[src/rtl/cf3p_mul.sv]
`timescale 1ns / 1ps
`default_nettype none

// pipelined signed multiplier lanes, one digit of b per stage
module cf3p_mul #(
  parameter int LANES = 1,
  parameter int WA    = 8,
  parameter int WB    = 8,
  parameter int DG    = 8,
  parameter int WS    = 1
) (
  input  logic                    clk,
  input  logic                    rst_n,
  input  logic                    en,
  input  logic                    in_vld,
  input  logic signed [WA-1:0]    in_a [LANES],
  input  logic signed [WB-1:0]    in_b [LANES],
  input  logic [WS-1:0]           in_side,
  output logic                    out_vld,
  output logic signed [WA+WB-1:0] out_p [LANES],
  output logic [WS-1:0]           out_side
);

  localparam int ND = (WB + DG - 1) / DG;
  localparam int BW = ND * DG;
  localparam int PW = WA + WB;

  logic signed [WA-1:0] a_r   [ND][LANES];
  logic signed [WB-1:0] b_r   [ND][LANES];
  logic signed [PW-1:0] acc_r [ND][LANES];
  logic [WS-1:0]        side_r [ND];
  logic                 vld_r  [ND];

  for (genvar k = 0; k < ND; k++) begin : g_stg
    logic signed [WA-1:0] a_in    [LANES];
    logic signed [WB-1:0] b_in    [LANES];
    logic signed [PW-1:0] acc_in  [LANES];
    logic signed [PW-1:0] acc_nxt [LANES];
    logic [WS-1:0]        side_in;
    logic                 vld_in;

    // stage source
    if (k == 0) begin : g_first
      assign a_in    = in_a;
      assign b_in    = in_b;
      assign side_in = in_side;
      assign vld_in  = in_vld;
      always_comb begin
        for (int l = 0; l < LANES; l++) acc_in[l] = '0;
      end
    end else begin : g_next
      assign a_in    = a_r[k-1];
      assign b_in    = b_r[k-1];
      assign acc_in  = acc_r[k-1];
      assign side_in = side_r[k-1];
      assign vld_in  = vld_r[k-1];
    end

    // partial product of this digit, added at its weight
    for (genvar l = 0; l < LANES; l++) begin : g_lane
      logic [BW-1:0]         b_ext;
      logic [DG-1:0]         dig_u;
      logic signed [DG:0]    dig;
      logic signed [WA+DG:0] pp;

      assign b_ext = BW'(b_in[l]);
      assign dig_u = b_ext[k*DG +: DG];
      if (k == ND - 1) begin : g_top
        assign dig = {dig_u[DG-1], dig_u};
      end else begin : g_low
        assign dig = {1'b0, dig_u};
      end
      assign pp         = a_in[l] * dig;
      assign acc_nxt[l] = acc_in[l] + (PW'(pp) <<< (k * DG));
    end

    always_ff @(posedge clk) begin
      if (!rst_n) begin
        vld_r[k] <= 1'b0;
      end else if (en) begin
        vld_r[k] <= vld_in;
      end
    end

    always_ff @(posedge clk) begin
      if (en) begin
        acc_r[k]  <= acc_nxt;
        side_r[k] <= side_in;
      end
    end

    // operands travel on while digits remain
    if (k < ND - 1) begin : g_opnd
      always_ff @(posedge clk) begin
        if (en) begin
          a_r[k] <= a_in;
          b_r[k] <= b_in;
        end
      end
    end
  end

  assign out_vld  = vld_r[ND-1];
  assign out_p    = acc_r[ND-1];
  assign out_side = side_r[ND-1];

endmodule

`default_nettype wire

[config.mk]
export PLATFORM = sky130hd
export DESIGN_NAME = cf3p_mul
export DESIGN_NICKNAME = d
export VERILOG_FILES = /design/src/rtl/cf3p_mul.sv
export SDC_FILE = /design/constraint.sdc
export NUM_CORES = 1
export LEC_CHECK = 0
export BUFFER_PORTS_ARGS = -buffer_cell sky130_fd_sc_hd__buf_2
export CAP_MARGIN = 40
export CORE_UTILIZATION = 40
export DETAILED_ROUTE_END_ITERATION = 10
export PLACE_DENSITY_LB_ADDON = 0.05
export SLEW_MARGIN = 25
export SYNTH_ARGS = -nofsm -noshare
export SYNTH_HDL_FRONTEND = slang
export SYNTH_SLANG_ARGS = --single-unit
[constraint.sdc]
create_clock -name clk -period 5 [get_ports clk]
set_input_delay 1 -clock clk [delete_from_list [all_inputs] [get_ports clk]]
set_output_delay 1 -clock clk [all_outputs]
set_load 0.1 [all_outputs]
After elaboration in Yosys (flattened, before gate mapping)
Memories as Yosys holds them, arrays and structs flattened.
Index checks and enable logic that the tools add are counted.
{"block": "totals", "regBits": 0, "mem_bits_rw": 18, "inputBits": 21, "output_inout_bits": 18, "wordCells": 12, "memories": 3}
{"block": "op_classes", "mul": 1, "muxes": 7, "reduce_logical": 1}
{"name": "acc_r", "words": 1, "word_bits": 16, "read_ports": 1, "rd_clocked_by_memory_dff": 0, "wr": 1, "line_no": "30", "rtl": "logic signed [PW-1:0] acc_r [ND][LANES];"}
{"name": "side_r", "words": 1, "word_bits": 1, "read_ports": 1, "rd_clocked_by_memory_dff": 0, "wr": 1, "line_no": "31", "rtl": "logic [WS-1:0] side_r [ND];"}
{"name": "vld_r", "words": 1, "word_bits": 1, "read_ports": 1, "rd_clocked_by_memory_dff": 0, "wr": 1, "line_no": "32", "rtl": "logic vld_r [ND];"}
{"operator": "8-bit by 8-bit multiplier with 16-bit output", "count": 1}
{"operator": "1-bit 2-to-1 mux", "count": 7}
{"operator": "1-bit OR reduction", "count": 1}

Depth between registers and ports, before layout
{"block": "logic_depth", "depth_word": 5, "depth_mapped": 17, "depth_no_buf": 17}

Worst setup path before layout
No wires, ideal clock.
{"block": "synth_timing", "path_type": "input to register", "startpoint": "input in_b[4] in the netlist's numbering", "endpoint": "memory acc_r[0][15] in the netlist's numbering, data pin", "setup_ns": 0.264, "t_arrival_ns": 4.526, "required_time_ns": 4.736, "slack_ns": 0.210, "stages": 15, "path_buffers": 0, "cell_sequence": "and2_1 fa_1 inv_1 fa_1 inv_1 fa_1 inv_1 fa_1 inv_1 ha_1 a21o_1 a21oi_4 a21oi_2 o41ai_2 xnor2_1"}
{"element": "start: declaration", "line_no": "17", "rtl": "input logic signed [WB-1:0] in_b [LANES],"}
{"element": "end: declaration", "line_no": "30"}

==> metrics <==
Setup Fix Bufs, Post-CTS 0; num rows 31; Fin. Hold Viols 0; Syn. warnings 0; layout cells sized above 1 18.9%; Unique masters post-synth 30; Max H-tree Level 1; hold-fix buffers at CTS 0; largest net degree at the start of global routing 20; min Tclk post-route 4.78 ns; total gr overflow 0; Slew @ Worst Pin 0.499 ns; Slew HR 67.0%; pwr dens 549 nW/um2; Die X 90.1 um; Placement Cell Area 3620 um2; WP data arrival 4.78 ns; Peak supply drop 0.360 mV; Max Cap Viol 0; area delta synth->final 17.8%; register area share after synthesis 17.4%; Synth Area per Inst 9.93 um2; Die Y-Extent 90.1 um; max-slew violation count 0; Core Region 7370 um2; Lkg Pwr 1.84 nW; Overall Global Routing Usage 17.0%; vias per inst 4.56; fin crit share 95.6%; NumNets Final 487; TritonCTS clock tree built; max incr delay on CP 0.54 ns; number of DRC markers in iteration 0 29; top cells by count, synth inv_1, fa_1, and2_1; startpoint types input port; hpwl dp 5280 um; Sw Ratio 54.0%; number of fill cells 731; Post-Route WL 5900 um; Comb pwr share 80.2%; post-synth top area share 35.4%; status completed; first drt pass iteration count 4; Worst-path clk slew 0.07 ns; worst-path maximum fanout 5; ant diodes 0; clock sink count 18; initial antenna violation count 0; Hold Path Class input port to flip-flop; Detail Route Antenna Nets 0; Post-synth EDFFs 18; Clock power frac 5.2%; critical-path cell list buf_2 > buf_4 > nor2b_1 > fa_1 > inv_1 > fa_1 > inv_1 > fa_1 > inv_1 > fa_1 > inv_1 > ha_1 > nand2_1 > o21ai_0 > o41ai_2 > xnor2_1; Worst Setup End Kind flip-flop; Internal Power 0.924 mW; Top FF cell, synth edfxtp_1; switching power 1.09 mW; Routed wire per std cell 12.3 um; IO buf count 38; Reg power frac 14.7%; placer congestion estimate 0.787; Synth Register Bits 18; finished layout cell area 3660 um2; pre-CTS WS -0.0608 ns; fraction of registers with async set/reset 0%; DRC 0; first-pass GRT wire length 11000 um; Synth area leaders fa_1, edfxtp_1, ha_1, inv_1, and2_1; DR vias 2190; vias in the first global route 2551; total CTS buffers 3; cts repair resizes 0; Max Buffers Root-to-Sink 2; most numerous cell in the Yosys netlist inv_1; Worst Slack Setup Final 0.222 ns; I/O Pins 39; largest area contributor in the netlist fa_1; Syn Nets 418; CTS root buffer clkbuf_8; final setup violating endpoints 0; WS Path Type input port to flip-flop; Post-Syn Instances 313; worst path required time 5.00 ns; Initial Util 42.2%; Slowest cell on crit path fa_1; RSZ-0062 raised after global routing no; Peak Freq 0.209 GHz; Die Area 8120 um2; Post-Synthesis Cell Area 3110 um2
[routing by layer]
metal / up-vias / track usage (%) / wire [um]
met4: 0 / 3.23 / 73
met1: 1082 / 19.0 / 2450
met2: 19 / 33.9 / 3290
met5: - / 0 / 0
met3: 9 / 2.37 / 88
li1: 1080 / - / -
[metrics by stage]
step | hold slack [ns] | std cells | util (%) | total power [mW] | TNS (ns)
2_1_floorplan | 1.10 | 313 | - | 1.60 | 0
3_3_place_gp | 1.18 | 476 | 49.1 | 1.92 | -0.0407
3_5_place_dp | 1.18 | 476 | 49.1 | 1.93 | -0.155
4_1_cts | 0.911 | 480 | 49.7 | 2.04 | 0
5_1_grt | 0.923 | 480 | 49.7 | 2.22 | 0
6_report | 0.919 | 480 | 49.7 | 2.01 | 0
[path summary, 6_finish.rpt]
check                   start            to  slack (ns)  depth (start not counted)
worst max-delay path  in_b[7]  acc_r[0][15]        0.22                         16
worst min-delay path  in_side     side_r[0]        0.92                          1
[final cells by class]
class / count / area [um2] / share of cell area (%)
Clock buffer: 3 / 41.3 / 1.13
Clock inverter: 1 / 3.75 / 0.103
Inverter: 88 / 330 / 9.02
Multi-Input combinational cell: 207 / 2240 / 61.1
Sequential cell: 18 / 541 / 14.8
Tap cell: 99 / 124 / 3.38
Timing Repair Buffer: 64 / 385 / 10.5
[power by group through the flow]
stage	combinational [mW]	clock, mW	sequential [mW]
after floorplan	0.892	0	0.704
after global placement	1.62	0	0.299
after detailed placement	1.63	0	0.299
after CTS	1.64	0.108	0.296
after global routing	1.80	0.112	0.301
final	1.61	0.104	0.295
[placed cells by master, fill, tap and decap left out]
| master | Yosys | final |
|---|---|---|
| and2_1 | 43 | 43 |
| clkinv_1 | 0 | 1 |
| nand2_1 | 15 | 15 |
| xnor2_1 | 11 | 11 |
| nor4b_2 | 1 | 1 |
| ha_1 | 29 | 29 |
| o31a_1 | 1 | 1 |
| or4_1 | 1 | 1 |
| fa_1 | 55 | 55 |
| nor3_1 | 2 | 2 |
| o211ai_1 | 1 | 1 |
| o21ai_0 | 3 | 3 |
| nand4b_1 | 1 | 1 |
| edfxtp_1 | 18 | 18 |
| a21o_1 | 1 | 1 |
| nor2b_1 | 9 | 9 |
| o21ai_1 | 1 | 1 |
| clkbuf_8 | 0 | 3 |
| a21boi_1 | 1 | 1 |
| a21oi_1 | 7 | 7 |
| buf_2 | 0 | 38 |
| and3_1 | 1 | 1 |
| buf_4 | 0 | 26 |
| xor2_1 | 3 | 3 |
| a21oi_4 | 1 | 1 |
| nand4_1 | 1 | 1 |
| o41ai_2 | 1 | 1 |
| nand2b_1 | 2 | 2 |
| nor2_1 | 10 | 10 |
| inv_1 | 88 | 88 |
| nand3_1 | 2 | 2 |
| mux2_2 | 1 | 1 |
| o21a_1 | 2 | 2 |
| a21oi_2 | 1 | 1 |
[flip-flops by register name, summed over array words and instances (netlist names)]
signal  cells
acc_r      16
side_r      1
vld_r       1
[kinds of logic after synthesis]
| kind of cell | Yosys count | synth area share [%] |
|---|---|---|
| xor gates and xnor gates | 14 | 3.95 |
| muxes | 1 | 0.362 |
| and+or+nand+nor | 88 | 15.9 |
| buffers and inverters | 88 | 10.6 |
| adders and majority gates | 84 | 47.1 |
| AOI/OAI and AO/OA | 20 | 4.59 |
| DFF | 18 | 17.4 |
[critical path: cells and delay by family]
| family | cells | cell delay [ns] |
|---|---|---|
| AND/OR/NAND/NOR | 2 | 0.20 |
| adder cells (fa/ha/maj) | 5 | 2.46 |
| buffers and inverters | 6 | 0.49 |
| XOR/XNOR | 1 | 0.13 |
| AO/OA/AOI/OAI | 2 | 0.49 |
Power figures use the tool's default switching activity.
