### src/rtl/cf3p_div.sv
`timescale 1ns / 1ps
`default_nettype none

// pipelined unsigned restoring divider lanes, one quotient bit per stage
module cf3p_div #(
  parameter int LANES = 1,
  parameter int NW    = 8,
  parameter int DW    = 8,
  parameter int WS    = 1
) (
  input  logic          clk,
  input  logic          rst_n,
  input  logic          en,
  input  logic          in_vld,
  input  logic [NW-1:0] in_n [LANES],
  input  logic [DW-1:0] in_d [LANES],
  input  logic [WS-1:0] in_side,
  output logic          out_vld,
  output logic [NW-1:0] out_q [LANES],
  output logic [WS-1:0] out_side
);

  logic [NW-1:0] n_r    [NW][LANES];
  logic [DW-1:0] d_r    [NW][LANES];
  logic [DW-1:0] rem_r  [NW][LANES];
  logic [NW-1:0] q_r    [NW][LANES];
  logic [WS-1:0] side_r [NW];
  logic          vld_r  [NW];

  for (genvar k = 0; k < NW; k++) begin : g_stg
    logic [NW-1:0] n_in    [LANES];
    logic [DW-1:0] d_in    [LANES];
    logic [DW-1:0] rem_in  [LANES];
    logic [NW-1:0] q_in    [LANES];
    logic [DW-1:0] rem_nxt [LANES];
    logic [NW-1:0] q_nxt   [LANES];
    logic [WS-1:0] side_in;
    logic          vld_in;

    if (k == 0) begin : g_first
      assign n_in    = in_n;
      assign d_in    = in_d;
      assign side_in = in_side;
      assign vld_in  = in_vld;
      always_comb begin
        for (int l = 0; l < LANES; l++) begin
          rem_in[l] = '0;
          q_in[l]   = '0;
        end
      end
    end else begin : g_next
      assign n_in    = n_r[k-1];
      assign d_in    = d_r[k-1];
      assign rem_in  = rem_r[k-1];
      assign q_in    = q_r[k-1];
      assign side_in = side_r[k-1];
      assign vld_in  = vld_r[k-1];
    end

    // bring down one numerator bit, trial subtract
    for (genvar l = 0; l < LANES; l++) begin : g_lane
      logic [DW:0] rem_sh;
      logic [DW:0] diff;
      logic        ge;

      assign rem_sh     = {rem_in[l], n_in[l][NW-1-k]};
      assign diff       = rem_sh - {1'b0, d_in[l]};
      assign ge         = rem_sh >= {1'b0, d_in[l]};
      assign rem_nxt[l] = ge ? diff[DW-1:0] : rem_sh[DW-1:0];
      assign q_nxt[l]   = {q_in[l][NW-2:0], ge};
    end

    always_ff @(posedge clk) begin
      if (!rst_n) begin
        vld_r[k] <= 1'b0;
      end else if (en) begin
        vld_r[k] <= vld_in;
      end
    end

    always_ff @(posedge clk) begin
      if (en) begin
        rem_r[k]  <= rem_nxt;
        q_r[k]    <= q_nxt;
        side_r[k] <= side_in;
      end
    end

    if (k < NW - 1) begin : g_opnd
      always_ff @(posedge clk) begin
        if (en) begin
          n_r[k] <= n_in;
          d_r[k] <= d_in;
        end
      end
    end
  end

  assign out_vld  = vld_r[NW-1];
  assign out_q    = q_r[NW-1];
  assign out_side = side_r[NW-1];

endmodule

`default_nettype wire

### config.mk
export PLATFORM = sky130hd
export DESIGN_NAME = cf3p_div
export DESIGN_NICKNAME = d
export VERILOG_FILES = /design/src/rtl/cf3p_div.sv
export SDC_FILE = /design/constraint.sdc
export NUM_CORES = 1
export LEC_CHECK = 0
export ABC_AREA = 1
export BUFFER_PORTS_ARGS = -buffer_cell sky130_fd_sc_hd__buf_4
export CORE_MARGIN = 2
export CORE_UTILIZATION = 55
export DETAILED_ROUTE_END_ITERATION = 7
export PLACE_DENSITY_LB_ADDON = 0.1
export SLEW_MARGIN = 20
export SYNTH_ARGS = -nofsm -noshare
export SYNTH_HDL_FRONTEND = slang
export SYNTH_SLANG_ARGS = --single-unit
### constraint.sdc
create_clock -name clk -period 4.31 [get_ports clk]
set_input_delay 0 -clock clk [delete_from_list [all_inputs] [get_ports clk]]
set_output_delay 0 -clock clk [all_outputs]
set_load 0.1 [all_outputs]
# Word level (Yosys, flattened, before mapping)
# Memories as Yosys holds them, arrays and structs flattened.
# Index checks and enable logic that the tools add are counted.
# classes
add_sub_neg	8
order_cmp	8
mux	21
bitwise	8
# op_table
cell	count
$mux W8	8
$ge A9 B8 Y1	7
$sub A8 B8 Y8	7
$mux W1	13
$ge A1 B8 Y1	1
$or A1 B1 Y1	8
$sub A1 B8 Y8	1
# totals
ff_bits	0
mem_bits_rw	272
inputBits	21
out_inout_bits	10
wordCells	51
memories	6
# mem_list
name	words	width	rd	rd_ports_with_merged_regs	write_ports	line_no	text
d_r	8	8	7	0	7	24	logic [DW-1:0] d_r [NW][LANES];
n_r	8	8	7	0	7	23	logic [NW-1:0] n_r [NW][LANES];
q_r	8	8	8	0	8	26	logic [NW-1:0] q_r [NW][LANES];
rem_r	8	8	7	0	8	25	logic [DW-1:0] rem_r [NW][LANES];
side_r	8	1	8	0	8	27	logic [WS-1:0] side_r [NW];
vld_r	8	1	8	0	8	28	logic vld_r [NW];

# Longest topological paths before layout
# Gate-level depths: netlist (run 1).
# depth
depth_word	4
ltp_mapped	12
ltp_nobuf	12

# Worst setup path after synthesis (run 1)
# OpenSTA, ideal clock, no wires.
# synth_timing
kind	reg-to-reg
from	memory rem_r[1][2] (netlist name)
to	memory rem_r[1][15] (netlist name), data pin
setup_ns	0.252
arrival_ns	1.472
required_time_ns	4.058
setup_slack_ns	2.585
stages_incl_launch_ff	10
path_buffers	0
synth_period_minus_slack_ns	1.725
path_cell_list	edfxtp_1 ha_1 nand2_1 clkinv_1 a21oi_2 nand2_1 nand2_2 nand2_4 nand2_1 nand2_1
# synth_lines
element	line_no
start, declared	25

==> run metrics, run 1 <==
Layout Skew 0.0136 ns; fin nets 1,093; Final period util 48.1%; asr flop ratio synth 0%; Fill cells 1,372; total congestion overflow 0; worst-skew pair later-pin latency 0.44 ns; final setup fails 0; critical path arrival 2.27 ns; syn nets 1,026; cell area power density 539 mW/mm²; Fin. Hold Viols 0; fin cells 1,246; count leader, synth nand2_1; Yosys warnings 0; top-level I/O count 31; largest net degree at the start of global routing 109; syn_area_per_cell 10.2 µm²; met2 Usage GRT 31.5%; CTS clock-pin slew for the worst setup and hold paths 0.09 ns; Synth Register Bits 192; min-delay worst type input port to register; ys flop type edfxtp_1; FF/Latch Area 0.00576 mm²; first-pass GRT wire length 28.4 mm; DRC viols 0; clock buffer depth 2; Slew @ Worst Pin 0.853 ns; layout cells sized above 1 9.01%; Cells after Synth 941; P&R area growth vs syn 14.0%; Inserted Clock Buffers 17; Worst setup SP type register; gr usage total 20.0%; Top Usage Layer GRT met2; DR iter-0 viols 424; MaxCap Viol Count 0; vias in the first global route 5,893; area fraction of the dominant cell type after synthesis 59.5%; Critical Path RT 4.50 ns; Syn Std Cell Area 0.00964 mm²; fin area 0.0110 mm²; largest area contributor in the netlist edfxtp_1; post-synthesis sequential area ratio 59.7%; Post-DP Area 0.0101 mm²; setup bufs post-CTS 0; core area 0.0172 mm²; CTS tree yes; Yosys cell types 31; Routed WL 17.0 mm; Vias 6,185; Post-synth EDFFs 191; DP Wirelength 12.3 mm; maximum fanout along the worst path 9; R2R depth 10; dpl ws 2.27 ns; wire per inst 13.6 µm; n_diodes 0; synth cell count leaders nand2_1, edfxtp_1, inv_1; RSZ-0062 raised after global routing false; Vias/cell 4.96; Final min period 2.07 ns; combined area of the multi-input logic cells 0.00322 mm²; grt met1 use 27.6%; outcome complete, no violations; Max IR drop VDD 0.000303 V; Hold Path Depth 2; die area 0.0186 mm²; initial antenna violation count 0; total clock sinks 192; H-tree Lvls 4; Placer Congestion 0.857; largest cells by area after synthesis edfxtp_1, nand2_1, ha_1; Cell Rows 48; router iterations before antenna repair 5; Routed Antenna Nets 0; CP endpoint kind register; IO Port Bufs 30; Die Y-Extent 136 µm; Max Slew Vio Count 0; Die W 136 µm; CTS Root Cell clkbuf_16; total negative slack 0 ns; effective utilization at floorplan 56.0%; M3 GR Usage 4.47%; setup ws final 2.24 ns; fmax 482 MHz; Pleak 5.08 nW; Hold WS 0.261 ns; worst setup path class register to register; Max transition margin 43.1%; Placed Cells 1,195
[cells in the final DEF (no fill, tap or decap), drive strengths merged]
cell,count
nand2,291
edfxtp,191
inv,178
nand3,89
ha,58
nor2,44
buf,31
a21oi,29
dlygate4sd3,19
clkbuf,18
nand4,14
xor2,11
nor3,8
xnor2,7
fa,6
clkinv,6
or2,5
o21ai,3
a31oi,3
and2,2
nand3b,2
bufinv,2
o21bai,1
nor4,1
clkinvlp,1
dfxtp,1
[path summary, 6_finish.rpt]
path | slack [ns] | start | to
setup / recovery | 2.24 | d_r[1][3]$_DFFE_PP_ | rem_r[1][7]$_DFFE_PP_
hold / removal | 0.26 | in_side | side_r[0][0]$_DFFE_PP_
setup reg to reg | 2.24 | d_r[1][3]$_DFFE_PP_ | rem_r[1][7]$_DFFE_PP_
hold reg to reg | 0.42 | q_r[1][12]$_DFFE_PP_ | q_r[1][21]$_DFFE_PP_
[layout make-up]
| class | instances | area share (%) |
|---|---|---|
| inverters | 172 | 5.87 |
| repair buffers | 51 | 3.97 |
| clock inverters | 15 | 2.14 |
| flip-flops and latches | 192 | 52.3 |
| multi-input cells | 574 | 29.2 |
| clock buffers | 17 | 3.87 |
| well taps | 225 | 2.56 |
[power breakdown]
part / switching [mW] / internal [mW] / total (mW) / leakage [nW]
sequential: 0.138 / 2.42 / 2.55 / 1.89
clock: 0.797 / 0.912 / 1.71 / 0.316
combinational: 1.06 / 0.595 / 1.66 / 2.88
total: 2.00 / 3.92 / 5.92 / 5.08
[cells by family after synthesis]
family                     after synthesis  share of synthesized area [%]
AOI/OAI and AO/OA                       36                           2.05
xor gates and xnor gates                18                           1.63
adders and majority gates               64                           8.77
buffers and inverters                  175                           6.98
DFF                                    192                           59.7
and+or+nand+nor                        456                           20.9
[what timing repair did]
action                    in CTS  in global routing
hold endpoints to repair      25                  0
hold buffers                  19                  0
gates resized for setup        0                  0
[flip-flops by register name, indices dropped and copies added (netlist names)]
register / count
d_r: 56
rem_r: 56
vld_r: 8
q_r: 36
side_r: 8
n_r: 28
[stage by stage]
step / util (%) / total power, mW
finish: 63.8 / 5.92
global placement: 58.9 / 4.20
floorplan: - / 3.83
detailed placement: 58.9 / 4.23
global route: 63.8 / 6.31
CTS: 63.8 / 5.95
[worst max-delay path, stage by stage, from the launching register on]
cell	delay (ns)
edfxtp_1	0.46
inv_1	0.07
ha_1	0.36
nand2_2	0.11
nor2_1	0.06
nand2_1	0.06
nand2_1	0.06
nor2_2	0.35
nand2_4	0.15
nand2_1	0.09
nand2_1	0.05
[routing by layer]
metal | up-vias | share of wire (%) | wire length [µm]
met4 | 0 | 2.0 | 333
met2 | 110 | 47 | 7960
met3 | 25 | 3.5 | 590
li1 | 3243 | - | -
met5 | - | 0 | 0
met1 | 2807 | 48 | 8100
(Power assumes the default switching activity.)
==> run 2: changes to the inputs <==
ABC_AREA = 0   (was 1)
clock period = 1.7 ns   (was 4.31 ns; I/O delays follow)
==> run metrics, run 2 <==
Yosys warnings 0 (unchanged); count leader, synth edfxtp_1; Final min period 2.23 ns (+0.153 ns); setup ws final -0.527 ns (-2.76 ns); wire per inst 16.6 µm (+22%); Vias 5,843 (-5.5%); area fraction of the dominant cell type after synthesis 64.5% (+5.1 points); largest area contributor in the netlist edfxtp_1; reg-to-reg critical path endpoint rem_r[1][6]$_DFFE_PP_; most frequent cells in the layout edfxtp_1, buf_4, inv_1, ha_4, nand2_1; Max transition margin 74.4% (+31 points); n_diodes 0 (unchanged); WHS Endpoint n_r[0][0]$_DFFE_PP_; Layout Skew 0.00832 ns (-0.00525 ns); gr usage total 21.7% (+1.7 points); Fill cells 866 (-37%); Top Registers d_r x56, rem_r x56, q_r x36; MaxCap Viol Count 0 (unchanged); Fin. Hold Viols 0 (unchanged); Critical Path RT 1.88 ns (-2.62 ns); Syn Std Cell Area 0.00889 mm² (-7.9%); syn nets 720 (-30%); largest cells by area after synthesis edfxtp_1, ha_1, inv_1; Inserted Clock Buffers 17 (unchanged); asr flop ratio synth 0% (unchanged); effective utilization at floorplan 56.1% (+0.19 points); DRC viols 0 (unchanged); fmax 449 MHz (-6.9%); Cell Rows 46 (-4.2%); CP endpoint kind register; Max Slew Vio Count 0 (unchanged); ys flop type edfxtp_1; P&R area growth vs syn 41.2%; worst-skew pair later-pin latency 0.43 ns (about the same); H-tree Lvls 4 (unchanged); Worst setup SP type register; fin cells 1,091 (-12%); core area 0.0158 mm² (-8.2%); cell area power density 1370 mW/mm² (+150%); vias in the first global route 6,306 (+7.0%); Routed WL 18.2 mm (+6.9%); outcome complete, but fails checks; Final period util 131% (+83 points); commonest non-fill, non-tap cell in the layout edfxtp_1; Pleak 5.05 nW (-0.52%); synth cell count leaders edfxtp_1, inv_1, ha_1; R2R setup slack -0.53 ns (-2.76 ns); CTS tree yes; die area 0.0172 mm² (-7.6%); CTS clock-pin slew for the worst setup and hold paths 0.07 ns (-0.02 ns); clock buffer depth 2 (unchanged); Post-synth EDFFs 191 (unchanged); total congestion overflow 0 (unchanged); top-level I/O count 31 (unchanged); Routed Antenna Nets 0 (unchanged); violated checks setup timing; Hold Path Depth 2 (unchanged); router iterations before antenna repair 4 (-1); Synth Register Bits 192 (unchanged); Cells after Synth 635 (-33%); layout cells sized above 1 44.5% (+35 points); final total power 17.2 mW (+190%); DP Wirelength 12.0 mm (-2.3%); fin nets 947 (-13%); total negative slack -15.85 ns (-15.85 ns); maximum fanout along the worst path 3 (-6); Vias/cell 5.36 (+7.9%); largest net degree at the start of global routing 51 (-53%); RSZ-0062 raised after global routing true; worst hold start in_n[0]; Max IR drop VDD 0.000876 V (+190%); total clock sinks 192 (unchanged); critical path arrival 2.40 ns (+0.13 ns); first-pass GRT wire length 29.2 mm (+2.6%); RR Startpoint d_r[1][1]$_DFFE_PP_; min-delay worst type input port to register; syn_area_per_cell 14.0 µm² (+37%); Die Y-Extent 131 µm (-3.9%); Placer Congestion 0.918 (+7.1%); worst setup path class register to register; initial antenna violation count 0 (unchanged); Placed Cells 1,001 (-16%); Die W 131 µm (-3.9%); Yosys cell types 49 (+58%); Slew @ Worst Pin 0.381 ns (-0.473 ns); post-synthesis sequential area ratio 64.8% (+5.1 points); IO Port Bufs 30 (unchanged); CTS Root Cell clkbuf_16; final core occ 79.3% (+15 points); R2R depth 8 (-2); DR iter-0 viols 302 (-29%); final setup fails 54 (+54); dpl ws -0.542 ns (-2.81 ns)
run 2: where the power goes:
part | switching [mW] | total [mW] | internal, mW | leakage (nW)
combinational | 2.96 | 6.40 | 3.44 | 2.87
clock | 1.74 | 4.28 | 2.54 | 0.308
sequential | 0.390 | 6.53 | 6.14 | 1.88
run 2: cells by family after synthesis:
kind of cell	count (synthesis)	synth area share (%)
xor+xnor	21	2.07
flops	192	64.8
fa+ha+maj	64	9.52
compound gates	134	10.0
mux	30	3.66
buf+inv	86	3.63
simple gates	108	6.34
run 2: metrics by stage:
step	hold slack, ns	cell area (µm²)
6_report	0.281	12500
5_1_grt	0.268	12500
4_1_cts	0.268	12200
3_5_place_dp	0.179	10700
3_3_place_gp	0.178	10700
2_1_floorplan	0.0989	9240
run 2: layout make-up:
type / instances / area (µm²) / area share (%)
well taps: 216 / 270 / 2.15
clock buffers: 19 / 443 / 3.53
clock inverters: 13 / 199 / 1.59
inverters: 81 / 304 / 2.42
multi-input cells: 357 / 3780 / 30.2
flip-flops and latches: 192 / 5760 / 45.9
repair buffers: 213 / 1790 / 14.3
run 2: worst max-delay path by stage:
stage / startpoint / endpoint / slack (ns) / depth (start not counted)
detailed placement: rem_r[0][8]$_DFFE_PP_ / rem_r[1][6]$_DFFE_PP_ / -0.54 / 7
floorplan: rem_r[0][10]$_DFFE_PP_ / rem_r[1][2]$_DFFE_PP_ / -0.55 / 6
CTS: d_r[1][1]$_DFFE_PP_ / rem_r[1][6]$_DFFE_PP_ / -0.50 / 8
global placement: rem_r[0][8]$_DFFE_PP_ / rem_r[1][6]$_DFFE_PP_ / -0.46 / 7
global route: d_r[1][1]$_DFFE_PP_ / rem_r[1][2]$_DFFE_PP_ / -0.62 / 8
finish: d_r[1][1]$_DFFE_PP_ / rem_r[1][6]$_DFFE_PP_ / -0.53 / 8
run 2: per-layer routing:
layer / routed length, µm / global-route usage (%) / up-vias
met3: 422 / 4.63 / 63
met1: 6350 / 20.3 / 2841
li1: - / - / 2818
met4: 1010 / 12.3 / 0
met5: 0 / 0 / -
met2: 10400 / 42.9 / 121
run 2: timing repair:
item / 4_1_cts / 5_1_grt
setup endpoints to repair: 55 / 62
hold endpoints to repair: 58 / 0
gates resized for setup: 106 / 46
setup buffers: 27 / 13
gates cloned: 1 / 0
pin swaps: 44 / 31
hold buffers: 20 / 0
run 2: worst max-delay path: stages, from the launching register on:
cell and delay (ns):
edfxtp_1 0.40, buf_4 0.15, buf_4 0.13, fa_1 0.42
nor2b_1 0.18, o31a_1 0.18, or4b_2 0.13, nand3_1 0.08
mux2_2 0.29
