`config.mk`:
```
export PLATFORM = sky130hd
export DESIGN_NAME = cf3p_sqrt
export DESIGN_NICKNAME = d
export VERILOG_FILES = /design/src/rtl/cf3p_sqrt.sv
export SDC_FILE = /design/constraint.sdc
export NUM_CORES = 1
export LEC_CHECK = 0
export BUFFER_PORTS_ARGS = -buffer_cell sky130_fd_sc_hd__buf_2
export CELL_PAD_IN_SITES_DETAIL_PLACEMENT = 1
export CELL_PAD_IN_SITES_GLOBAL_PLACEMENT = 1
export CORE_UTILIZATION = 52
export DETAILED_ROUTE_END_ITERATION = 12
export PLACE_DENSITY_LB_ADDON = 0.1
export SYNTH_ARGS = -nofsm -noshare
export SYNTH_HDL_FRONTEND = slang
export SYNTH_SLANG_ARGS = --single-unit
```
`constraint.sdc`:
```
create_clock -name clk -period 2.8 [get_ports clk]
set_input_delay 0.14 -clock clk [delete_from_list [all_inputs] [get_ports clk]]
set_output_delay 0.14 -clock clk [all_outputs]
set_load 0.02 [all_outputs]
```
`src/rtl/cf3p_sqrt.sv`:
```
`timescale 1ns / 1ps
`default_nettype none

// pipelined integer square root, one root bit per stage
module cf3p_sqrt #(
  parameter int SW = 16,
  parameter int WS = 1
) (
  input  logic            clk,
  input  logic            rst_n,
  input  logic            en,
  input  logic            in_vld,
  input  logic [SW-1:0]   in_v,
  input  logic [WS-1:0]   in_side,
  output logic            out_vld,
  output logic [SW/2-1:0] out_root,
  output logic [WS-1:0]   out_side
);

  localparam int RW = SW / 2;

  logic [SW-1:0]   v_r    [RW];
  logic [RW-1:0]   root_r [RW];
  logic [RW+1:0]   rem_r  [RW];
  logic [WS-1:0]   side_r [RW];
  logic            vld_r  [RW];

  for (genvar k = 0; k < RW; k++) begin : g_stg
    logic [SW-1:0] v_in;
    logic [RW-1:0] root_in;
    logic [RW+1:0] rem_in;
    logic [WS-1:0] side_in;
    logic          vld_in;
    logic [RW+3:0] rem_sh;
    logic [RW+3:0] trial;
    logic [RW+3:0] diff;
    logic          ge;

    if (k == 0) begin : g_first
      assign v_in    = in_v;
      assign root_in = '0;
      assign rem_in  = '0;
      assign side_in = in_side;
      assign vld_in  = in_vld;
    end else begin : g_next
      assign v_in    = v_r[k-1];
      assign root_in = root_r[k-1];
      assign rem_in  = rem_r[k-1];
      assign side_in = side_r[k-1];
      assign vld_in  = vld_r[k-1];
    end

    // next bit pair against 4*root+1
    assign rem_sh = {rem_in, v_in[SW-1-2*k -: 2]};
    assign trial  = (RW+4)'({root_in, 2'b01});
    assign diff   = rem_sh - trial;
    assign ge     = rem_sh >= trial;

    always_ff @(posedge clk) begin
      if (!rst_n) begin
        vld_r[k] <= 1'b0;
      end else if (en) begin
        vld_r[k] <= vld_in;
      end
    end

    always_ff @(posedge clk) begin
      if (en) begin
        rem_r[k]  <= ge ? diff[RW+1:0] : rem_sh[RW+1:0];
        root_r[k] <= {root_in[RW-2:0], ge};
        side_r[k] <= side_in;
      end
    end

    if (k < RW - 1) begin : g_opnd
      always_ff @(posedge clk) begin
        if (en) begin
          v_r[k] <= v_in;
        end
      end
    end
  end

  assign out_vld  = vld_r[RW-1];
  assign out_root = root_r[RW-1];
  assign out_side = side_r[RW-1];

endmodule

`default_nettype wire

```
After elaboration in Yosys (flattened, before gate mapping)
Memories as Yosys holds them, arrays and structs flattened.
Cells that the tools add are included.
{"block": "word_totals", "mem_bits_rw": 288, "reg_bits": 0, "mem_count": 5, "input_bits": 21}
{"memory": "v_r", "depth": 8, "width": 16, "rd": 7, "rd_clocked_by_memory_dff": 0, "wr": 7, "line": "22", "text": "logic [SW-1:0] v_r [RW];"}
{"memory": "rem_r", "depth": 8, "width": 10, "rd": 7, "rd_clocked_by_memory_dff": 0, "wr": 8, "line": "24", "text": "logic [RW+1:0] rem_r [RW];"}
{"memory": "root_r", "depth": 8, "width": 8, "rd": 8, "rd_clocked_by_memory_dff": 0, "wr": 8, "line": "23", "text": "logic [RW-1:0] root_r [RW];"}
{"memory": "side_r", "depth": 8, "width": 1, "rd": 8, "rd_clocked_by_memory_dff": 0, "wr": 8, "line": "25", "text": "logic [WS-1:0] side_r [RW];"}
{"memory": "vld_r", "depth": 8, "width": 1, "rd": 8, "rd_clocked_by_memory_dff": 0, "wr": 8, "line": "26", "text": "logic vld_r [RW];"}
{"block": "classes", "add_sub_neg": 8, "n_mux": 21, "order_cmp": 8, "n_bitwise": 8}
{"op": "$ge A12 B10 Y1", "count": 7}
{"op": "$mux W10", "count": 8}
{"op": "$sub A10 B10 Y10", "count": 7}
{"op": "$mux W1", "count": 13}
{"op": "$or A1 B1 Y1", "count": 8}
{"op": "$sub A2 B1 Y3 const B", "count": 1}
{"op": "$ge A2 B1 Y1 const B", "count": 1}

Longest topological paths before layout
Gate-level depths: netlist (run 1).
{"block": "depth", "depth_word": 4, "mapped_depth": 9, "depth_no_buf": 8}

Worst setup path before layout (run 1)
Ideal clock, no wire load.
{"block": "synth_timing", "path_kind": "reg-to-reg", "start": "mem rem_r[2][3] (netlist bit)", "end": "mem rem_r[2][13] (netlist bit) (data pin)", "stages_incl_launch_ff": 8, "period_less_slack_ns": 2.477, "setup_ns": 0.260, "setup_slack_ns": 0.323, "arrival_time_ns": 2.216, "path_cell_list": "edfxtp_1 -> ha_1 -> a21oi_1 -> and2b_2 -> or4_4 -> or2_1 -> buf_6 -> mux2_4"}
{"item": "from (decl)", "line": "24"}

==> summary.md, run 1 <==
Setup violations remaining at the end of the flow were counted as 0. The run gives 0 as the max-capacitance violation count. The H-tree generated during clock tree synthesis spans 4 levels.

The HPWL after detailed placement is 9.375 mm. The overall fraction of global-route tracks in use was 19.63%; the floorplan die width was 122.8 µm. The signal on the critical path passes through ha_1, a21oi_1, and2b_2, or4_4, or2_4, mux2_4.

In the final design database the tool counted 665 nets. The worst hold path belongs to the class in2reg. The first global-routing pass estimated 21.76 mm of wire. The buffer and inverter count on the worst path was 0. Of all nets on the critical path, the largest fanout is 8. A synthesized cell averages 14.21 µm². Largest net degree at the start of global routing: 76. The top-level port count is 31. The share of synthesized area in the top cell type comes to 67.28%.

The critical path startpoint category was a flop. The post-route netlist has 14.15% of its cells at a drive strength greater than 1. For this run, the top clock speed supported by timing is 383.8 MHz. Number of nets with antenna violations after detailed routing: 0.

The first detailed-routing pass ran for 4 iterations. TritonCTS built the clock tree. The number of buffers added on ports is 30. Of the available clock period, the critical path in the final layout requires 93.06%. The minimum clock period after layout came out at 2.606 ns. The logs give 0 for the final count of pins violating max slew and 0.008925 ns for the final setup skew. For the cell area after technology mapping, the log shows 0.007587 mm².

Summed over all layers, the global routing overflow is 0. Power consumption: 6262 µW. By area the synthesized netlist is led by sky130_fd_sc_hd__edfxtp_1, sky130_fd_sc_hd__ha_1, sky130_fd_sc_hd__xnor2_1.

The clock edge transition at the registers on the reported setup and hold paths was 0.06 ns. The number of instances in the synthesized netlist is 534. The total DRC errors in the routed layout is 0, and the routability-driven placement congestion ratio is 0.8029. The tools report the number of global-route vias before repair as 4740.

For the floorplan die area, the log shows 0.01508 mm². In the final layout, flip-flops and latches occupy 0.005125 mm². Sequential cells were found to cover 67.55% of the synthesized design area.

Highest cell delay on the worst timing path: 0.52 ns. Yosys mapped a number of flops with a built-in enable equal to 170. The power density over the cells is 715.7 mW/mm², and the total routed wirelength is 13.31 mm. The library cell used most frequently in the layout, excluding fill and tap cells, is sky130_fd_sc_hd__edfxtp_1.

Largest area contributor in the synthesized netlist: sky130_fd_sc_hd__edfxtp_1. For this configuration, the core starts out at a cell density of 54.03%. The worst setup path is captured at a flop.

The clock latency at the later pin of the worst-skew pair was 0.43 ns; the data arrival at the endpoint of the critical path was 2.78 ns. The number of buffers inserted by post-CTS setup repair was 0. The analysis attributes to cell leakage a power of 0.003422 µW.

The routed length per instance is 16.74 µm, and the via-per-instance ratio is 5.425. The flow ran to the end, and the final reports show no timing, DRC or antenna violations. Clock tree root driver cell: sky130_fd_sc_hd__clkbuf_16. For the pin with the worst max-slew slack, the measured transition is 0.6468 ns.

The tools report the core outline area as 0.01404 mm². Adding up every negative setup slack in the final design gives 0 ns. The number of buffers created by CTS came out at 17. The floorplan has 43 rows. Most common flop cell mapped by yosys: sky130_fd_sc_hd__edfxtp_1. The worst max-slew margin expressed relative to the limit is 56.88%, and the critical path required time is 2.97 ns. Summing all multi-input logic gate instances after layout gives 0.002245 mm². The run gives 449.7 µV as the worst voltage drop across the vdd grid.

In the layout the commonest cells are sky130_fd_sc_hd__edfxtp_1, sky130_fd_sc_hd__inv_1, sky130_fd_sc_hd__ha_1. The number of fill cells is 1334, and the number of sinks handled by clock tree synthesis is 171. The run gives 150 as the violation count after the first detailed-route iteration.

The setup path with the least slack is of type reg2reg. The final hold violation count is 0. The tools report the routed via count as 4313. The number of nets handed over by synthesis was 597. Counting flops and latches in the post-synthesis netlist gives 171. The kind of cell with the highest combined delay along the critical path is simple AND/OR/NAND/NOR gates. Fraction of registers with async set or reset after synthesis: 0%. The number of different library cells in the post-synthesis netlist was 52; the layout-stage area growth over the synthesis result was 15.32%. For this run, the number of Yosys warnings is 0. The run gives 62.31% as the final cell utilization of the core. The initial antenna violation count is 0.

Final antenna diode count: 0. Setup repair after global routing left no endpoint under its margin. Overall die height: 122.8 µm.

On the critical path, the stage with the largest delay is an instance of sky130_fd_sc_hd__or4_4. The maximum count of clock buffers along a single path came out at 2.
area by class of cell:
| cell class | count | share of cell area, % |
|---|---|---|
| clock buffer | 22 | 5.305 |
| clock inverter | 10 | 1.201 |
| inverter | 51 | 2.188 |
| multi-input combinational | 307 | 25.65 |
| sequential | 171 | 58.57 |
| tap | 180 | 2.574 |
| timing repair buffer | 54 | 4.505 |
what timing repair did:
item / in CTS / in global routing
setup endpoints to repair: 0 / 1
hold buffers: 18 / 0
endpoints found under the hold margin: 17 / 0
gates resized for setup: 0 / 1
Yosys cell counts, drive strengths merged, types with 2 or more instances:
library cell	count
nand3	5
o2111ai	2
mux2i	4
nor3	15
inv	51
xnor2	26
nand3b	3
clkbuf	2
o21a	13
or4	3
a21o	4
nand2	17
mux2	11
nand4	2
a211oi	4
a21oi	29
buf	3
xor2	12
nor2b	6
o21ai	24
edfxtp	170
or3	6
nor2	28
and3	11
nor4	8
ha	42
or2	5
nand2b	10
power breakdown:
| group | internal [µW] | leakage [µW] | switching [µW] |
|---|---|---|---|
| Sequential | 3120 | 0.00165 | 119 |
| Combinational | 352 | 0.00151 | 418 |
| Clock | 1290 | 0.000269 | 962 |
stage by stage:
step           cells  setup WS (ns)  hold WS (ns)  instance area (µm²)
2_1_floorplan    534         0.3233        0.2389                 7587
3_3_place_gp     745         0.2275        0.3165                 7998
3_5_place_dp     745         0.1529        0.3183                 7998
4_1_cts          795        0.06181       0.01919                 8747
5_1_grt          795         0.1129       0.02898                 8750
6_report         795         0.1942       0.03364                 8750
flip-flops by register name (all words and copies together) (netlist names):
signal	cells
rem_r	63
v_r	56
root_r	36
side_r	8
vld_r	8
path summary, 6_finish.rpt:
check             slack [ns]  cells past startpoint   startpoint      endpoint
setup reg to reg        0.19                      6  rem_r[2][3]  rem_r[2][14]
hold / removal          0.03                      2        rst_n      vld_r[4]
setup / recovery        0.19                      6  rem_r[2][3]  rem_r[2][14]
hold reg to reg         0.42                      0    v_r[2][5]     v_r[3][5]
routing by layer:
metal | vias up | part of all wire, % | track usage (%)
li1 | 2107 | - | -
met1 | 2103 | 36 | 17.84
met2 | 66 | 59 | 38.83
met3 | 37 | 2.2 | 4.740
met4 | 0 | 3.0 | 11.05
met5 | - | 0 | 0
cell families after synthesis:
logic type,count (synthesis),share of synthesized area [%]
flops,171,67.55
simple gates,125,8.905
compound gates,86,6.976
buf+inv,56,2.902
fa+ha+maj,42,6.926
xor+xnor,38,4.387
mux,15,2.309
other cells,1,0.04942
(Power assumes the default switching activity.)
==> inputs of run 2 (changes only) <==
CORE_ASPECT_RATIO = 2   (was unset)
CORE_UTILIZATION = 56   (was 52)
clock period = 3.1 ns   (was 2.8 ns; I/O delays follow)
==> summary.md, run 2 (same netlist as run 1, synthesis figures left out) <==
The final worst-path cycle share is 87.02% (-6.0 points), and the worst-case register-to-register setup slack is 0.40 ns (+0.21 ns). The via-per-instance ratio works out to 5.785 (+6.6%). The minimum clock period after layout works out to 2.698 ns (+0.09171 ns).

The violation count after the first detailed-route iteration is 294 (+96%), and the largest net degree at the start of global routing is 80 (+5.3%). The area occupied by multi-input gates is 0.002242 mm² (-0.11%), and the number of buffers added on ports is 30 (unchanged). By startpoint and endpoint, the worst setup path is classified as reg2reg. The worst setup path is captured at a flop. Commonest non-fill, non-tap cell in the layout: sky130_fd_sc_hd__edfxtp_1. TritonCTS built the clock tree.

The accumulated negative setup slack was 0 ns (unchanged); the final count of pins violating max slew was 0 (unchanged). Final global-route overflow total: 0 (unchanged). The final design instance area without fill was 0.008698 mm² (-0.59%). Critical path required time: 3.27 ns (+0.30 ns). The tools report the worst voltage drop across the vdd grid as 589.0 µV (+31%). The logs give 4 (unchanged) for the deepest level of the CTS H-tree and 1228 (-7.9%) for the number of fill cells. For the routability-driven placement congestion ratio, the log shows 0.8351 (+4.0%). The placement row count came out at 59 (+37%). The run finished, with violations left. The final reports fail on DRC. Final cell utilization of the core: 66.20% (+3.9 points). The logs give 0.01314 mm² (-6.4%) for the core outline area and 4901 (+3.4%) for the number of global-route vias before repair. The floorplan die width was 84.31 µm (-31%); the net total in the final layout was 660 (-0.75%).

The slew at the pin with the worst max-slew slack works out to 0.6237 ns (-0.02312 ns). For the count of TritonRoute iterations in the first routing pass, the log shows 10 (+6). The logs give 2.87 ns (+0.09 ns) for the data arrival at the endpoint of the critical path and 0.005125 mm² (unchanged) for the sequential cell area. The final antenna diode count is 0 (unchanged), and the first-pass GRT wire length is 24.25 mm (+11%).

The tightest min-delay check is of the in2reg type. The logs give 0 (unchanged) for the number of nets with antenna violations after detailed routing and 0.007948 mm² (-0.63%) for the post-detailed-placement cell area. The worst setup path is launched from a flop. The maximum fanout along the worst path was 8 (unchanged); the max-capacitance violation count was 0 (unchanged). The layout-stage area growth over the synthesis result was 14.64%; the number of sinks handled by clock tree synthesis was 171 (unchanged). Setup repair after global routing left no endpoint under its margin. The hold slack came out at 0.03068 ns (-0.002954 ns).

The register with the most flip-flops in the final layout is rem_r. The run gives 58.04% (+1.2 points) as the worst max-slew margin expressed relative to the limit. The run gives 0 (unchanged) as the number of buffers inserted by post-CTS setup repair. Traced cell by cell, the critical path runs through inv_1, ha_1, a21oi_1, and2b_2, or4_4, or2_1, mux2_4. Highest cell delay on the worst timing path: 0.52 ns (about the same). The clock edge transition at the registers on the reported setup and hold paths came out at 0.07 ns (about the same).

For the total DRC errors in the routed layout, the log shows 2 (+2). The tools report the number of setup violations in the final report as 0 (unchanged). Total routed wirelength: 15.13 mm (+14%). The effective utilization at floorplan is 57.74% (+3.7 points), and the routed via count is 4408 (+2.2%).

The tools report the fmax as 370.7 MHz (-3.4%). The leakage power is 0.003416 µW (-0.17%), and the flip-flop count of the largest register, all copies and words added is 63 (unchanged). The tools report the top-level port count as 31 (unchanged). The overall die height works out to 166.6 µm (+36%). The ratio of cells with drive above 1 in the final layout works out to 14.10% (-0.048 points). The largest registers in the layout are rem_r x63, v_r x56, root_r x36. The routed length per instance is 19.85 µm (+19%). The number of buffers created by CTS is 17 (unchanged), and the overall fraction of global-route tracks in use is 23.30% (+3.7 points).

The HPWL after detailed placement is 10.50 mm (+12%). For this design, the slowest cell found on the critical path is sky130_fd_sc_hd__or4_4. Maximum count of clock buffers along a single path: 2 (unchanged).

The logs give 0.43 ns (about the same) for the clock latency at the later pin of the worst-skew pair and 0 (unchanged) for the final hold violation count. The tools report the floorplan die area as 0.01405 mm² (-6.8%). The power density over the cells was 657.7 mW/mm² (-8.1%); the initial antenna violation count was 0 (unchanged).

The library cells used most frequently in the layout, excluding fill and tap cells, are sky130_fd_sc_hd__edfxtp_1, sky130_fd_sc_hd__inv_1, sky130_fd_sc_hd__ha_1. The tools report the clock tree root driver cell as sky130_fd_sc_hd__clkbuf_16. The final setup skew came out at 0.01166 ns (+0.002731 ns).
==> run 2: cell count changes in the layout (fill, tap and decap cells not counted), sizes merged <==
cell / before / now
bufinv: 1 / 0
clkbuf: 22 / 17
inv: 57 / 58
buf: 36 / 34
clkinv: 0 / 7
clkinvlp: 3 / 1
dlygate4sd3: 18 / 15
==> run 2: stage by stage <==
| stage | power (µW) | worst slack, ns | std cells |
|---|---|---|---|
| after global placement | 3607 | 0.4769 | 715 |
| after floorplan | 3418 | 0.6233 | 534 |
| final | 5721 | 0.4025 | 762 |
| after global routing | 5934 | 0.2820 | 762 |
| after detailed placement | 3674 | 0.3827 | 715 |
| after CTS | 5769 | 0.3779 | 762 |
==> run 2: final timing paths <==
check / startpoint / to / depth (start not counted)
worst max-delay path: root_r[1][3] / rem_r[2][15] / 7
worst min-delay path: in_v[15] / root_r[0][0] / 2
worst max register to register: root_r[1][3] / rem_r[2][15] / 7
worst min register to register: v_r[0][6] / v_r[1][6] / 0
==> run 2: critical path: cells and delay by family, from the launching register on <==
family                     cells  cell delay, ns
and+or+nand+nor                3            1.16
adders and majority gates      1            0.37
muxes                          1            0.35
DFF                            1            0.34
AOI/OAI and AO/OA              1            0.17
buffers and inverters          1            0.05
==> run 2: layer usage <==
metal / GRT usage [%] / wire, µm / vias to the layer above
li1: - / - / 2101
met1: 19.45 / 4731 / 2199
met2: 49.14 / 9606 / 74
met3: 4.113 / 257 / 34
met4: 11.17 / 529 / 0
met5: 0 / 0 / -
==> run 2: layout make-up <==
| class | count | share of cell area [%] |
|---|---|---|
| Sequential cell | 171 | 58.92 |
| Multi-Input combinational cell | 307 | 25.78 |
| Clock buffer | 17 | 4.891 |
| Timing Repair Buffer | 49 | 4.013 |
| Inverter | 51 | 2.201 |
| Tap cell | 152 | 2.186 |
| Clock inverter | 15 | 2.014 |
==> run 2: where the power goes <==
group | total [µW] | leakage, µW | internal [µW] | switching [µW]
combinational | 709 | 0.00148 | 313 | 396
sequential | 2930 | 0.00165 | 2820 | 116
clock | 2080 | 0.000287 | 1090 | 989
total | 5720 | 0.00342 | 4220 | 1500
==> run 2: what timing repair did <==
item                                    in CTS  in global routing
resized for setup                            0                  0
hold buffers                                15                  0
endpoints found under the setup margin       0                  0
hold endpoints to repair                    15                  0
